<file path="config.mk">
export PLATFORM = sky130hd
export DESIGN_NAME = indirect_block_map_walker_unit
export DESIGN_NICKNAME = d
export VERILOG_FILES = /design/src/ibmw_pkg.sv /design/src/ibmw_slots.sv /design/src/ibmw_step.sv /design/src/indirect_block_map_walker_unit.sv
export SDC_FILE = /design/constraint.sdc
export NUM_CORES = 1
export LEC_CHECK = 0
export BUFFER_PORTS_ARGS = -buffer_cell sky130_fd_sc_hd__buf_4
export CAP_MARGIN = 40
export CELL_PAD_IN_SITES_DETAIL_PLACEMENT = 1
export CELL_PAD_IN_SITES_GLOBAL_PLACEMENT = 1
export CORE_UTILIZATION = 50
export DETAILED_ROUTE_END_ITERATION = 7
export GPL_TIMING_DRIVEN = 0
export PLACE_DENSITY = 0.9
export SKIP_CTS_REPAIR_TIMING = 1
export SLEW_MARGIN = 10
export SYNTH_ARGS = -nofsm -noshare
export SYNTH_HDL_FRONTEND = slang
export SYNTH_HIERARCHICAL = 1
export SYNTH_SLANG_ARGS = --single-unit
</file>
<file path="constraint.sdc">
create_clock -name i_clk -period 11.6 [get_ports i_clk]
set_input_delay 0.58 -clock i_clk [delete_from_list [all_inputs] [get_ports i_clk]]
set_output_delay 0.58 -clock i_clk [all_outputs]
set_load 0.02 [all_outputs]
</file>
<file path="src/ibmw_pkg.sv">
package ibmw_pkg;

    localparam int unsigned DIRECT_POINTERS = 12;
    localparam int unsigned SLOT_COUNT      = 15;
    localparam int unsigned SLOT_W          = 4;

    localparam logic [SLOT_W-1:0] SLOT_SINGLE = 4'd12;
    localparam logic [SLOT_W-1:0] SLOT_DOUBLE = 4'd13;
    localparam logic [SLOT_W-1:0] SLOT_TRIPLE = 4'd14;

    localparam logic [3:0] SHIFT_MIN   = 4'd8;
    localparam logic [3:0] SHIFT_MAX   = 4'd14;
    localparam logic [3:0] SHIFT_RESET = 4'd8;

    localparam logic [1:0] MODE_LOAD      = 2'd0;
    localparam logic [1:0] MODE_TRANSLATE = 2'd1;
    localparam logic [1:0] MODE_RESPONSE  = 2'd2;

    localparam logic [1:0] KIND_FETCH = 2'd0;
    localparam logic [1:0] KIND_DATA  = 2'd1;
    localparam logic [1:0] KIND_RANGE = 2'd2;

    localparam logic [16:0] FETCH_SIZE = 17'd4;

    typedef struct packed {
        logic [1:0]  mode;
        logic [3:0]  slot;
        logic [31:0] pointer_value;
        logic [31:0] logical_block;
        logic [15:0] byte_offset;
        logic [16:0] access_size;
        logic        is_write;
    } t_request;

    typedef struct packed {
        logic        busy;
        logic [1:0]  levels_left;
        logic [31:0] relative_index;
        logic [15:0] saved_offset;
        logic [16:0] saved_size;
        logic        saved_write;
    } t_walk_state;

    typedef struct packed {
        logic        valid;
        logic [1:0]  kind;
        logic [31:0] block_number;
        logic [15:0] target_offset;
        logic [16:0] target_size;
        logic        target_write;
    } t_result;

    typedef struct packed {
        logic [31:0] direct;
        logic [31:0] single;
        logic [31:0] double;
        logic [31:0] triple;
    } t_roots;

endpackage

</file>
<file path="src/ibmw_slots.sv">
module ibmw_slots
    import ibmw_pkg::*;
(
    input  logic              i_clk,
    input  logic              i_we,
    input  logic [SLOT_W-1:0] i_wr_slot,
    input  logic [31:0]       i_wr_data,
    input  logic [SLOT_W-1:0] i_rd_slot,
    output t_roots            o_roots
);

    // inode pointer slots, no reset: read only after being loaded
    logic [31:0] r_slots [SLOT_COUNT];

    always_ff @(posedge i_clk) begin
        if (i_we) begin
            r_slots[i_wr_slot] <= i_wr_data;
        end
    end

    assign o_roots.direct = r_slots[i_rd_slot];
    assign o_roots.single = r_slots[SLOT_SINGLE];
    assign o_roots.double = r_slots[SLOT_DOUBLE];
    assign o_roots.triple = r_slots[SLOT_TRIPLE];

endmodule

</file>
<file path="src/ibmw_step.sv">
module ibmw_step
    import ibmw_pkg::*;
(
    input  t_request    i_req,
    input  t_walk_state i_state,
    input  logic [3:0]  i_shift,
    input  t_roots      i_roots,
    output t_result     o_res,
    output t_walk_state o_state
);

    logic [3:0]  s;
    logic [4:0]  s2;
    logic [5:0]  s3;
    logic [31:0] mask;
    logic [31:0] r1;
    logic [31:0] r2;
    logic [31:0] r3;
    logic [31:0] idx_dbl;
    logic [31:0] idx_tpl;
    logic [31:0] idx_rsp;
    logic [1:0]  lv_next;

    always_comb begin
        if (i_shift < SHIFT_MIN) begin
            s = SHIFT_MIN;
        end else if (i_shift > SHIFT_MAX) begin
            s = SHIFT_MAX;
        end else begin
            s = i_shift;
        end
        s2   = {s, 1'b0};
        s3   = {1'b0, s2} + {2'b00, s};
        mask = (32'd1 << s) - 32'd1;
        // relative index after each range is skipped, valid only past that range
        r1   = i_req.logical_block - 32'(DIRECT_POINTERS);
        r2   = r1 - (32'd1 << s);
        r3   = r2 - (32'd1 << s2);
        idx_dbl = r2 >> s;
        idx_tpl = r3 >> s2;
        lv_next = i_state.levels_left - 2'd1;
        idx_rsp = (lv_next == 2'd2) ? ((i_state.relative_index >> s) & mask)
                                    : (i_state.relative_index & mask);
    end

    always_comb begin
        o_state = i_state;
        o_res   = '0;
        unique case (i_req.mode)
            MODE_LOAD: begin
            end
            MODE_TRANSLATE: begin
                o_state.saved_offset = i_req.byte_offset;
                o_state.saved_size   = i_req.access_size;
                o_state.saved_write  = i_req.is_write;
                o_state.busy         = 1'b0;
                o_state.levels_left  = 2'd0;
                o_res.valid          = 1'b1;
                o_res.target_size    = FETCH_SIZE;
                priority if (i_req.logical_block < 32'(DIRECT_POINTERS)) begin
                    o_res.kind          = KIND_DATA;
                    o_res.block_number  = i_roots.direct;
                    o_res.target_offset = i_req.byte_offset;
                    o_res.target_size   = i_req.access_size;
                    o_res.target_write  = i_req.is_write;
                end else if ((r1 >> s) == 32'd0) begin
                    o_state.busy           = 1'b1;
                    o_state.levels_left    = 2'd1;
                    o_state.relative_index = r1;
                    o_res.kind             = KIND_FETCH;
                    o_res.block_number     = i_roots.single;
                    o_res.target_offset    = {r1[13:0], 2'b00};
                end else if ((r2 >> s2) == 32'd0) begin
                    o_state.busy           = 1'b1;
                    o_state.levels_left    = 2'd2;
                    o_state.relative_index = r2;
                    o_res.kind             = KIND_FETCH;
                    o_res.block_number     = i_roots.double;
                    o_res.target_offset    = {idx_dbl[13:0], 2'b00};
                end else if ((r3 >> s3) == 32'd0) begin
                    o_state.busy           = 1'b1;
                    o_state.levels_left    = 2'd3;
                    o_state.relative_index = r3;
                    o_res.kind             = KIND_FETCH;
                    o_res.block_number     = i_roots.triple;
                    o_res.target_offset    = {idx_tpl[13:0], 2'b00};
                end else begin
                    o_res.kind        = KIND_RANGE;
                    o_res.target_size = i_req.access_size;
                end
            end
            MODE_RESPONSE: begin
                if (i_state.busy) begin
                    o_state.levels_left = lv_next;
                    o_res.valid         = 1'b1;
                    o_res.block_number  = i_req.pointer_value;
                    if (lv_next == 2'd0) begin
                        o_state.busy        = 1'b0;
                        o_res.kind          = KIND_DATA;
                        o_res.target_offset = i_state.saved_offset;
                        o_res.target_size   = i_state.saved_size;
                        o_res.target_write  = i_state.saved_write;
                    end else begin
                        o_res.kind          = KIND_FETCH;
                        o_res.target_offset = {idx_rsp[13:0], 2'b00};
                        o_res.target_size   = FETCH_SIZE;
                    end
                end
            end
            default: begin
            end
        endcase
    end

endmodule

</file>
<file path="src/indirect_block_map_walker_unit.sv">
// Indirect block map walker: turns a logical block number of a file into either a data
// access or a chain of pointer fetches through the single, double or triple indirect
// blocks, using 15 inode pointer slots that must be loaded before a translation reads
// them. One request is taken every clock cycle while input ready is high. A request is
// held in the input register and is worked out while it moves into the result register,
// so its result is offered from the result register and can be taken at the next clock edge.
// Input ready drops only while the result register holds a result that is not taken.
// Each fetch response request must follow the fetch result it answers.
module indirect_block_map_walker_unit
    import ibmw_pkg::*;
(
    input  logic        i_clk,
    input  logic        i_rst_n,
    input  logic        i_cfg_we,
    input  logic [3:0]  i_cfg_data,
    input  logic        i_in_valid,
    output logic        o_in_ready,
    input  logic [1:0]  i_mode,
    input  logic [3:0]  i_slot,
    input  logic [31:0] i_pointer_value,
    input  logic [31:0] i_logical_block,
    input  logic [15:0] i_byte_offset,
    input  logic [16:0] i_access_size,
    input  logic        i_is_write,
    output logic        o_out_valid,
    input  logic        i_out_ready,
    output logic [1:0]  o_kind,
    output logic [31:0] o_block_number,
    output logic [15:0] o_target_offset,
    output logic [16:0] o_target_size,
    output logic        o_target_write
);

    logic [3:0]  r_pointer_shift;
    logic        r_in_valid;
    t_request    r_in;
    t_walk_state r_state;
    t_walk_state n_state;
    t_result     n_res;
    t_result     r_out;
    t_roots      roots;
    logic        advance;
    logic        slot_we;

    assign advance    = r_in_valid && (!r_out.valid || i_out_ready);
    assign o_in_ready = !r_in_valid || advance;
    assign slot_we    = advance && (r_in.mode == MODE_LOAD) && (r_in.slot < SLOT_W'(SLOT_COUNT));

    always_ff @(posedge i_clk) begin
        if (!i_rst_n) begin
            r_pointer_shift <= SHIFT_RESET;
        end else if (i_cfg_we) begin
            r_pointer_shift <= i_cfg_data;
        end
    end

    always_ff @(posedge i_clk) begin
        if (!i_rst_n) begin
            r_in_valid <= 1'b0;
        end else if (o_in_ready) begin
            r_in_valid <= i_in_valid;
        end
        if (i_in_valid && o_in_ready) begin
            r_in.mode          <= i_mode;
            r_in.slot          <= i_slot;
            r_in.pointer_value <= i_pointer_value;
            r_in.logical_block <= i_logical_block;
            r_in.byte_offset   <= i_byte_offset;
            r_in.access_size   <= i_access_size;
            r_in.is_write      <= i_is_write;
        end
    end

    always_ff @(posedge i_clk) begin
        if (!i_rst_n) begin
            r_state.busy           <= 1'b0;
            r_state.levels_left    <= 2'd0;
            r_state.relative_index <= 32'd0;
            r_state.saved_offset   <= 16'd0;
            r_state.saved_size     <= 17'd1;
            r_state.saved_write    <= 1'b0;
        end else if (advance) begin
            r_state <= n_state;
        end
    end

    always_ff @(posedge i_clk) begin
        if (!i_rst_n) begin
            r_out.valid <= 1'b0;
        end else if (advance) begin
            r_out.valid <= n_res.valid;
        end else if (i_out_ready) begin
            r_out.valid <= 1'b0;
        end
        if (advance && n_res.valid) begin
            r_out.kind          <= n_res.kind;
            r_out.block_number  <= n_res.block_number;
            r_out.target_offset <= n_res.target_offset;
            r_out.target_size   <= n_res.target_size;
            r_out.target_write  <= n_res.target_write;
        end
    end

    ibmw_slots u_slots (
        .i_clk     (i_clk),
        .i_we      (slot_we),
        .i_wr_slot (r_in.slot),
        .i_wr_data (r_in.pointer_value),
        .i_rd_slot (r_in.logical_block[SLOT_W-1:0]),
        .o_roots   (roots)
    );

    ibmw_step u_step (
        .i_req   (r_in),
        .i_state (r_state),
        .i_shift (r_pointer_shift),
        .i_roots (roots),
        .o_res   (n_res),
        .o_state (n_state)
    );

    assign o_out_valid     = r_out.valid;
    assign o_kind          = r_out.kind;
    assign o_block_number  = r_out.block_number;
    assign o_target_offset = r_out.target_offset;
    assign o_target_size   = r_out.target_size;
    assign o_target_write  = r_out.target_write;

endmodule

</file>
; ---- After elaboration in Yosys (flattened, before gate mapping)
; Memory sizes are Yosys's and may differ from the RTL's. A register that Yosys moved wholly into a read port is not among the register bits.
; Index checks and enable logic that the tools add are counted.
[word_totals]
register_bits = 247
mem_bits_rw = 480
elab_cells = 97
mem_count = 1
[memory_table]
columns = name, words, word_bits, read_ports, rd_ports_with_merged_regs, write_ports, line_no
row1 = u_slots.r_slots, 15, 32, 4, 1, 1, ibmw_slots.sv:13  ; logic [31:0] r_slots [SLOT_COUNT];
[classes]
add_sub_neg = 6
n_lt_le_gt_ge = 4
n_eq_ne = 4
shifts = 8
muxes = 29
bitwise_logic = 3
reduce_logical = 21
[op_table]
columns = operator, count
row1 = 2-to-1 mux 35 bit, 4
row2 = one-hot mux 69 bit (2 select lines), 1
row3 = 2-to-1 mux 50 bit, 2
row4 = zero test 32 bit, 3
row5 = 2-to-1 mux 69 bit, 1
row6 = 2-to-1 mux 67 bit, 1
row7 = right shift 32 x 4 -> 14 bit, 2
row8 = subtractor 32 bit, 2
row9 = 2-to-1 mux 17 bit, 3
row10 = 2-to-1 mux 48 bit, 1
row11 = 2-to-1 mux 33 bit, 1
row12 = "< comparator 32 x 4 -> 1 bit, second input constant", 1
row13 = "left shift 1 x 4 -> 32 bit, first input constant", 1
row14 = "left shift 1 x 5 -> 32 bit, first input constant", 1
row15 = right shift 32 x 4 -> 32 bit, 1
row16 = right shift 32 x 5 -> 14 bit, 1
row17 = right shift 32 x 5 -> 32 bit, 1
row18 = right shift 32 x 6 -> 32 bit, 1
row19 = "subtractor 32 x 4 -> 32 bit, second input constant", 1
row20 = bitwise AND 14 bit, 2
row21 = 2-to-1 mux 14 bit, 1
row22 = "subtractor 14 x 1 -> 14 bit, second input constant", 1
row23 = 2-to-1 mux 4 bit, 3
row24 = "< comparator 4 bit, second input constant", 2
row25 = 20 further kinds, 37

; ---- Logic depth before layout (Yosys ltp)
; Gate-level depths: netlist of run 1.
[logic_depth]
word_depth = 14
mapped_depth = 43

; ---- Modules after synthesis
; Netlist of run 1, hierarchy kept.
[modules_own_cells]
columns = module, n_inst, cells_per_inst, area_each_um2, seq_area_each_um2
row1 = ibmw_slots, 1, 806, 19194.7, 15374.7
row2 = ibmw_step, 1, 1857, 11477.3, 0.0
row3 = indirect_block_map_walker_unit, 1, 499, 8252.9, 6666.4

; ---- Worst setup path after synthesis of run 1
; No wires, ideal clock.
[synth_path]
path_kind = reg-to-reg
startpoint = reg r_pointer_shift[1]
endpoint = reg r_out, in the netlist o_target_size[0] (data pin)
arrival_time_ns = 9.579
path_slack_ns = 1.765
path_stages_with_launch = 38
n_path_buf = 10
synth_period_minus_slack_ns = 9.835
path_cell_list = dfxtp_1 > clkbuf_1 > nand2_1 > and3_1 > inv_1 > clkbuf_1 > clkbuf_1 > buf_1 > clkbuf_1 > clkbuf_1 > clkbuf_1 > clkbuf_1 > clkbuf_1 > ha_1 > nand2_1 > ha_1 > a21o_1 > a21o_1 > (+2 left out) > a221oi_1 > o211ai_1 > a21oi_1 > xor2_1 > ha_1 > nand2_1 > or4_1 > a21o_1 > a2111oi_2 > o31ai_1 > or4_1 > mux4_2 > a2111oi_0 > a21oi_1 > nor3_4 > o21ai_1 > clkbuf_1 > a22o_1
[synth_rtl]
columns = element, line_no
row1 = start: declaration, indirect_block_map_walker_unit.sv:34  ; logic [3:0] r_pointer_shift;
row2 = start signal: assignment, indirect_block_map_walker_unit.sv:53  ; r_pointer_shift <= i_cfg_data;
row3 = end: declaration, indirect_block_map_walker_unit.sv:40  ; t_result r_out;

; ---- Final worst setup path of run 1
[layout_path]
startpoint = reg r_pointer_shift[1]
endpoint = reg r_state[34] in the netlist's numbering
[layout_between]
elab_chain_cells = 10
elab_cells_between_ends = 20
classes_between = 3 x add/sub / 2 x order compare / 5 x shift / 5 x mux / 5 x reduce/logical
[layout_rtl]
columns = element, line_no
row1 = greater-than comparator 4 bit, ibmw_step.sv:27  ; end else if (i_shift > SHIFT_MAX) begin
row2 = 2-to-1 mux 4 bit, ibmw_step.sv:27
row3 = 2-to-1 mux 4 bit *, ibmw_step.sv:25  ; if (i_shift < SHIFT_MIN) begin
row4 = left shift 1 x 4 -> 32 bit, --
row5 = subtractor 32 bit, ibmw_step.sv:37  ; r2 = r1 - (32'd1 << s);
row6 = subtractor 32 bit, ibmw_step.sv:38  ; r3 = r2 - (32'd1 << s2);
row7 = right shift 32 x 6 -> 32 bit, ibmw_step.sv:80  ; end else if ((r3 >> s3) == 32'd0) begin
row8 = zero test 32 bit, ibmw_step.sv:80
row9 = nonzero test 3 bit (no line), --
row10 = AND reduction 4 bit (no line), --
row11 = end signal: assignment, indirect_block_map_walker_unit.sv:83  ; r_state <= n_state;
row12 = end: declaration, indirect_block_map_walker_unit.sv:37  ; t_walk_state r_state;
; Mark *: on every way between the ends. The rest lies on a longest branch, timed or not. The select of a mux whose other input is x is not followed.
; A chain may end at the register's enable or synchronous reset.

==> results of run 1 <==
through the flow:
stage / hold WS [ns] / power, mW / setup TNS, ns / util, %
2_1_floorplan: 0.441 / 3.82 / 0 / -
3_5_place_dp: 0.470 / 4.26 / -293.54 / 55.4
6_report: 0.0667 / 6.98 / 0 / 59.3
5_1_grt: 0.0753 / 7.09 / -0.166 / 59.3
4_1_cts: 0.0621 / 6.89 / -299.92 / 58.8
3_3_place_gp: 0.453 / 4.22 / -308.18 / 54.3
registers in the layout, indices dropped and copies added, names as in the netlist:
signal and cells:
u_slots/r_slots 512, r_in 104, r_state 66, o_block_number 32
o_target_size 17, o_target_offset 16, r_pointer_shift 4, o_kind 2
o_out_valid 1, o_target_write 1, r_in_valid 1
area by class of cell:
cell class,instances,area (µm²)
Clock inverter,37,544
Fill cell,7697,31000
Inverter,66,248
Antenna cell,4,10.0
Clock buffer,100,2060
Multi-Input combinational cell,2125,15900
Sequential cell,756,22000
Buffer,213,1020
Timing Repair Buffer,254,2230
Tap cell,1030,1290
critical path, delay by kind of cell (launching register included):
family | cells | cell delay (ns)
XOR/XNOR | 1 | 0.10
AND/OR/NAND/NOR | 9 | 2.39
adder cells (fa/ha/maj) | 3 | 1.19
flip-flops | 1 | 0.47
AO/OA/AOI/OAI | 13 | 3.41
multiplexers | 2 | 0.79
buffers and inverters | 12 | 2.95
power groups by stage:
stage / Clock, mW / Combinational [mW] / Sequential (mW)
floorplan: 0 / 0.728 / 3.09
global placement: 0 / 1.11 / 3.11
detailed placement: 0 / 1.15 / 3.11
CTS: 2.67 / 1.17 / 3.06
global route: 2.74 / 1.29 / 3.06
finish: 2.66 / 1.25 / 3.06
layer usage:
layer / vias up / routed length [µm] / track usage, %
met5: - / 149 / 0
met3: 946 / 18600 / 11.6
met4: 20 / 14900 / 31.5
met1: 16100 / 54800 / 47.9
li1: 12900 / - / -
met2: 2825 / 73400 / 63.5
how the worst max path moves through the flow:
stage / from / to / cells after the start
after floorplan: r_pointer_shift[1] / o_target_size[0] / 37
after global placement: r_pointer_shift[1] / o_block_number[27] / 39
after detailed placement: r_pointer_shift[1] / o_block_number[27] / 41
after CTS: r_pointer_shift[1] / o_block_number[27] / 41
after global routing: r_pointer_shift[1] / r_state[34] / 40
final: r_pointer_shift[1] / r_state[34] / 40
==> out/summary.md, run 1 <==
Across the run, the number of max-cap violations was 0. The fraction of the cycle the final worst path needs was 98.9%; the path depth of the worst reg2reg path was 40. The number of global-route vias before repair was 33,200. For the count of boundary I/O pins, the log shows 183.

Final count of pins violating max slew: 0. Synthesis handed over a netlist of 3,146 instances. Net switching is 29.8% of the power. At the end of the flow, the number of nets in the layout was 3,652. The peak fanout along the critical path is 17.

Data arrives at the worst endpoint at 12.04 ns. The tools report the area of the placeable core as 0.0763 mm². The tools report the maximum count of clock buffers along a single path as 3. The root buffer cell chosen for the clock tree is sky130_fd_sc_hd__clkbuf_16. In this run the power spent charging and discharging nets is 2.08 mW. The worst setup path is captured at a register.

Once detailed placement completed, the half-perimeter wirelength came to 108,000 µm. At the pin with the least slew margin, the transition time is 1.09 ns. For this run, the total global-route usage over all layers was measured as 40.8%.

For the worst setup path, the data required time is 12.17 ns. The internal power of the cells totals 4.90 mW. A synthesized cell averages 12.3 µm². The finished layout cell area is 0.0453 mm². The flow ran to the end, but the final reports show violations.

Setup violations remaining at the end of the flow were counted as 0. The slack of the worst reg-to-reg path is 0.13 ns, and the achievable frequency is 87.2 MHz. The analysis attributes to cell leakage a power of 15.5 nW. For hold timing, the worst endpoint is r_in[28]. Measured against its own limit, the worst slew margin works out to 27.1%.

The clock-pin slew of the registers on the worst-case setup and hold paths is 0.07 ns, and the total global routing overflow is 0. STA classifies the critical path startpoint as a register. The clock net in this run drives a total of 756 sinks. Layout cell share with drive strength beyond 1: 18.4%.

The area enclosed by the die boundary is 0.0787 mm², and the wire length per cell after detailed routing is 35.3 µm. Final count of hold timing violations: 0. The routed layout has 32,800 vias.

The post-synthesis cell area came out at 0.0388 mm². In this run the critical register-to-register path is captured at r_state[34]. The tools report the final RePlAce weighted congestion as 1.09.

Once the floorplan was initialized, standard cells occupied 50.8% of the core. The worst-case IR drop observed on VDD is 211 µV. The slowest library cell on the worst path is sky130_fd_sc_hd__or4_1.

Clock skew on the completed layout was measured at 0.0563 ns. Once placement finished, the instance area stood at 0.0423 mm². In this run the remaining antenna-violating nets after routing total 0. TritonCTS built the clock tree. The average via count per standard cell is 7.16, and the area growth from synthesis to layout is 16.8%.

The type of the worst min-delay path was in -> reg. The first detailed-routing pass ran for 8 iterations. During placement, the flow inserted port buffers numbering 180.

The pre-CTS setup slack was -3.51 ns; the delay of the slowest cell on the worst path was 0.64 ns. Counting the buffers created by CTS gives 77. The tools report the relative contribution of the clock network to total power as 38.2%. Counting I/O delays and the setup requirement, the final critical path takes 11.47 ns.

The tools report the post-placement cell count as 4,428. In this run the number of H-tree levels came out at 3. The tools report the global-route wire length before repair as 231,000 µm.

Yosys printed 6 warnings. After floorplanning, the core was divided into 101 placement rows. The final reports fail on design-rule violations. Per report_power, the combinational group accounts for 18.0% of the total. For the total detailed-routing wirelength, the log shows 162,000 µm.

For the final worst setup slack, the log shows 0.133 ns. The die outline width came out at 280 µm. The worst hold path begins at i_byte_offset[10]. The count of cells in the finished layout, fillers not included, comes to 4,585. The worst register-to-register path begins at r_pointer_shift[1]. The share of total power in sequential cells is 43.9%. The most common cell after layout, fill and taps aside was sky130_fd_sc_hd__edfxtp_1. The type of the setup path with the least slack was reg -> reg. For the number of antenna violations at the first check in global routing, the log shows 15. Power spread over the standard cell area amounts to 154 mW/mm².

The worst hold path cell count is 1. Post-detailed-route DRC marker count: 9. The die boundary height is 280 µm.

The logs give 0.69 ns for the clock insertion delay at the later pin of the skew report and 4,376 for the DRC marker count from the first detailed-route iteration. The library cells used most frequently in the layout, excluding fill and tap cells, are 684 x sky130_fd_sc_hd__edfxtp_1, 386 x sky130_fd_sc_hd__nand2_1, 218 x sky130_fd_sc_hd__buf_4. Maximum number of pins on one net before global-route repair: 53.
(Power assumes the default switching activity.)
==> inputs of run 2 (changes only) <==
--- a/config.mk
+++ b/config.mk
@@ -9,8 +9,10 @@
 export CAP_MARGIN = 40
 export CELL_PAD_IN_SITES_DETAIL_PLACEMENT = 1
 export CELL_PAD_IN_SITES_GLOBAL_PLACEMENT = 1
+export CORE_MARGIN = 1.5
 export CORE_UTILIZATION = 50
 export DETAILED_ROUTE_END_ITERATION = 7
+export GPL_ROUTABILITY_DRIVEN = 0
 export GPL_TIMING_DRIVEN = 0
 export PLACE_DENSITY = 0.9
 export SKIP_CTS_REPAIR_TIMING = 1
==> run 2 against run 1 <==
Compared with the run above: the flow still finishes with violations (design-rule violations); total power shrank 1.8%; register-to-register slack better by 0.03 ns; final area grew 0.20%; hold slack gained 0.011 ns; die area grew 0.71%; non-clock buffer count down 2; largest cell class unchanged.
==> out/summary.md, run 2 (synthesis gave the netlist of run 1 again) <==
For the maximum number of pins on one net before global-route repair, the log shows 51 (-3.8%). For the share of total power in sequential cells, the log shows 44.7% (+0.8 points). The leakage power figure is 15.6 nW (+0.54%). Reg-to-reg critical path endpoint: o_block_number[21]. The kind of start point of the critical path is a register. The run finished, with violations left. The largest vdd supply drop came out at 139 µV (-34%).

The run gives 0.0776 ns (+0.0109 ns) as the worst hold slack across all endpoints. The all-layer global routing usage is 39.5% (-1.3 points), and the part of the power in combinational logic is 17.8% (-0.2 points). The post-detailed-route DRC marker count came out at 31 (+22).

The die boundary height works out to 281 µm (+0.36%). The launching point of the worst reg2reg path is r_pointer_shift[3]. The measured slew at the worst slew-check pin came out at 1.23 ns (+0.137 ns).

Wire length per cell after detailed routing: 34.4 µm (-2.5%). The tools report the relative slew slack as 17.4% (-9.7 points). The start point of the critical path is r_pointer_shift[3]. The worst hold path endpoint is r_in[37]. The total global routing overflow was 0 (unchanged); the global-route wire length before repair was 227,000 µm (-1.7%). For the final count of hold timing violations, the log shows 0 (unchanged). The register with the most flip-flops in the final layout is u_slots/r_slots. In the layout the commonest cells are 684 x sky130_fd_sc_hd__edfxtp_1, 387 x sky130_fd_sc_hd__nand2_1, 218 x sky130_fd_sc_hd__buf_4. The number of antenna violations at the first check in global routing was 13 (-2).

Total number of vias: 32,800 (-0.037%). The achievable frequency is 87.4 MHz (+0.26%). The switching component of the power is 2.05 mW (-1.3%). The number of CTS-inserted buffers was 80 (+3.9%). The tools report the hold path startpoint as i_logical_block[3]. The H-tree depth reported by CTS is 3 (unchanged), and the share of total power consumed by net switching is 30.0% (+0.15 points). The number of rows in the core area is 101 (unchanged).

The clock insertion delay at the later pin of the skew report is 0.68 ns (about the same), and the total detailed-routing wirelength is 158,000 µm (-2.3%). The worst setup path is of the reg -> reg kind. The library cell used most frequently in the layout, excluding fill and tap cells, is sky130_fd_sc_hd__edfxtp_1. The tools report the number of iterations in the first detailed-routing pass as 8 (unchanged). The maximum count of clock buffers along a single path came out at 3 (unchanged).

The number of routed nets with antenna violations is 0 (unchanged), and the relative contribution of the clock network to total power is 37.5% (-0.7 points). For the count of boundary I/O pins, the log shows 183 (unchanged). TritonCTS built the clock tree. The area growth from synthesis to layout is 17.0%. The kind of end point of the critical path was a register. The run gives 756 (unchanged) as the number of clock sinks.

The checks that failed: design-rule violations. The gate family responsible for the most delay along the worst path is buffers and inverters. The combined area of the multi-input logic cells is 0.0161 mm² (+0.97%).

The slowest library cell on the worst path was sky130_fd_sc_hd__or4_1. The peak fanout along the critical path was 11 (-6); the sum of internal, switching and leakage power was 6.85 mW (-1.8%). The tools report the max-cap check violation count as 0 (unchanged). The fraction of the cycle the final worst path needs was 98.6% (-0.26 points).

The final worst setup slack is 0.163 ns (+0.0303 ns). The delay of the slowest cell on the worst path was 0.57 ns (-0.07 ns); the layout cell share with drive strength beyond 1 was 18.7% (+0.26 points). The path depth of the worst reg2reg path is 36 (-10%). The run gives 4.80 mW (-2.0%) as the internal power summed over all cells. The total negative slack was 0 ns (unchanged); the final count of pins violating max slew was 0 (unchanged). The average via count per standard cell was 7.14 (-0.28%).

The DRC marker count from the first detailed-route iteration was 4,406 (+0.69%). The final period demand of the worst path works out to 11.44 ns (-0.0303 ns). Count of port buffers added during placement: 180 (unchanged).

Number of inserted filler cells in the final layout: 7,710 (+0.17%). The tightest min-delay check is of the in -> reg type. Clock skew: 0.0564 ns (+0.000125 ns). Worst hold path cell count: 1 (unchanged). The total power density per cell area is 151 mW/mm² (-2.0%), and the clock-pin slew of the registers on the worst-case setup and hold paths is 0.06 ns (about the same). The effective utilization at floorplan is 50.8% (unchanged).

CTS placed an instance of sky130_fd_sc_hd__clkbuf_16 at the clock tree root. The final count of negative-setup-slack endpoints came out at 0 (unchanged). The logs give -3.01 ns (+0.492 ns) for the pre-CTS setup slack and 3,653 (+0.027%) for the net count of the finished layout.

The required time at the endpoint of the critical path was 11.98 ns (-0.19 ns); the area enclosed by the die boundary was 0.0792 mm² (+0.71%). The largest registers in the layout are u_slots/r_slots x512, r_in x104, r_state x66. Area of the placeable core: 0.0763 mm² (unchanged). Number of global-route vias before repair: 33,400 (+0.66%). The die outline width is 281 µm (+0.36%). For the slack of the worst reg-to-reg path, the log shows 0.16 ns (+0.03 ns). The flip-flop count of the largest register after layout came out at 512 (unchanged).

The sequential cell area is 0.0220 mm² (about the same), and the number of buffers and inverters on the critical path is 12 (unchanged). The most common cell type on the critical path was sky130_fd_sc_hd__clkbuf_2. The final HPWL from detailed placement was 104,000 µm (-3.9%). The tools report the arrival time of data at the critical path endpoint as 11.81 ns (-0.23 ns).
[run 2: cell count changes in the layout (fill, tap and decap cells not counted), sizes merged]
cell      delta
buf          -6
clkinvlp     -1
diode        +2
bufinv       -6
clkbuf       +8
clkinv      +15
inv          -1
[run 2: layout make-up]
cell class,count,share of cell area [%]
Antenna cell,6,0.0331
Clock inverter,44,0.932
Sequential cell,756,48.4
Inverter,66,0.546
Buffer,213,2.27
Clock buffer,104,4.68
Timing Repair Buffer,252,4.88
Tap cell,1030,2.84
Multi-Input combinational cell,2125,35.4
[run 2: power by group through the flow]
stage / clock network [mW] / registers [mW] / logic [mW]
floorplan: 0 / 3.09 / 0.728
global route: 2.65 / 3.06 / 1.26
finish: 2.57 / 3.06 / 1.22
detailed placement: 0 / 3.11 / 1.10
CTS: 2.57 / 3.06 / 1.12
global placement: 0 / 3.11 / 1.06
[run 2: per-stage QoR]
stage	area, µm²	std cells	utilization (%)
2_1_floorplan	38800	3163	-
3_3_place_gp	41500	4373	54.3
3_5_place_dp	42300	4423	55.4
4_1_cts	44800	4571	58.7
5_1_grt	45400	4591	59.4
6_report	45400	4596	59.5
[run 2: metal layers]
metal | routed length [µm] | share of wire [%] | vias to the layer above | track usage (%)
li1 | - | - | 12900 | -
met1 | 52200 | 33 | 16100 | 45.2
met4 | 14300 | 9.0 | 12 | 29.6
met5 | 66 | 0.042 | - | 0
met2 | 72300 | 46 | 2814 | 62.1
met3 | 19200 | 12 | 939 | 12.7
[run 2: how the worst max path moves through the flow]
stage,to,depth (start not counted)
2_1_floorplan,o_target_size[0],37
3_3_place_gp,o_block_number[27],40
3_5_place_dp,o_block_number[17],40
4_1_cts,o_block_number[13],40
5_1_grt,o_block_number[21],39
6_report,o_block_number[21],36
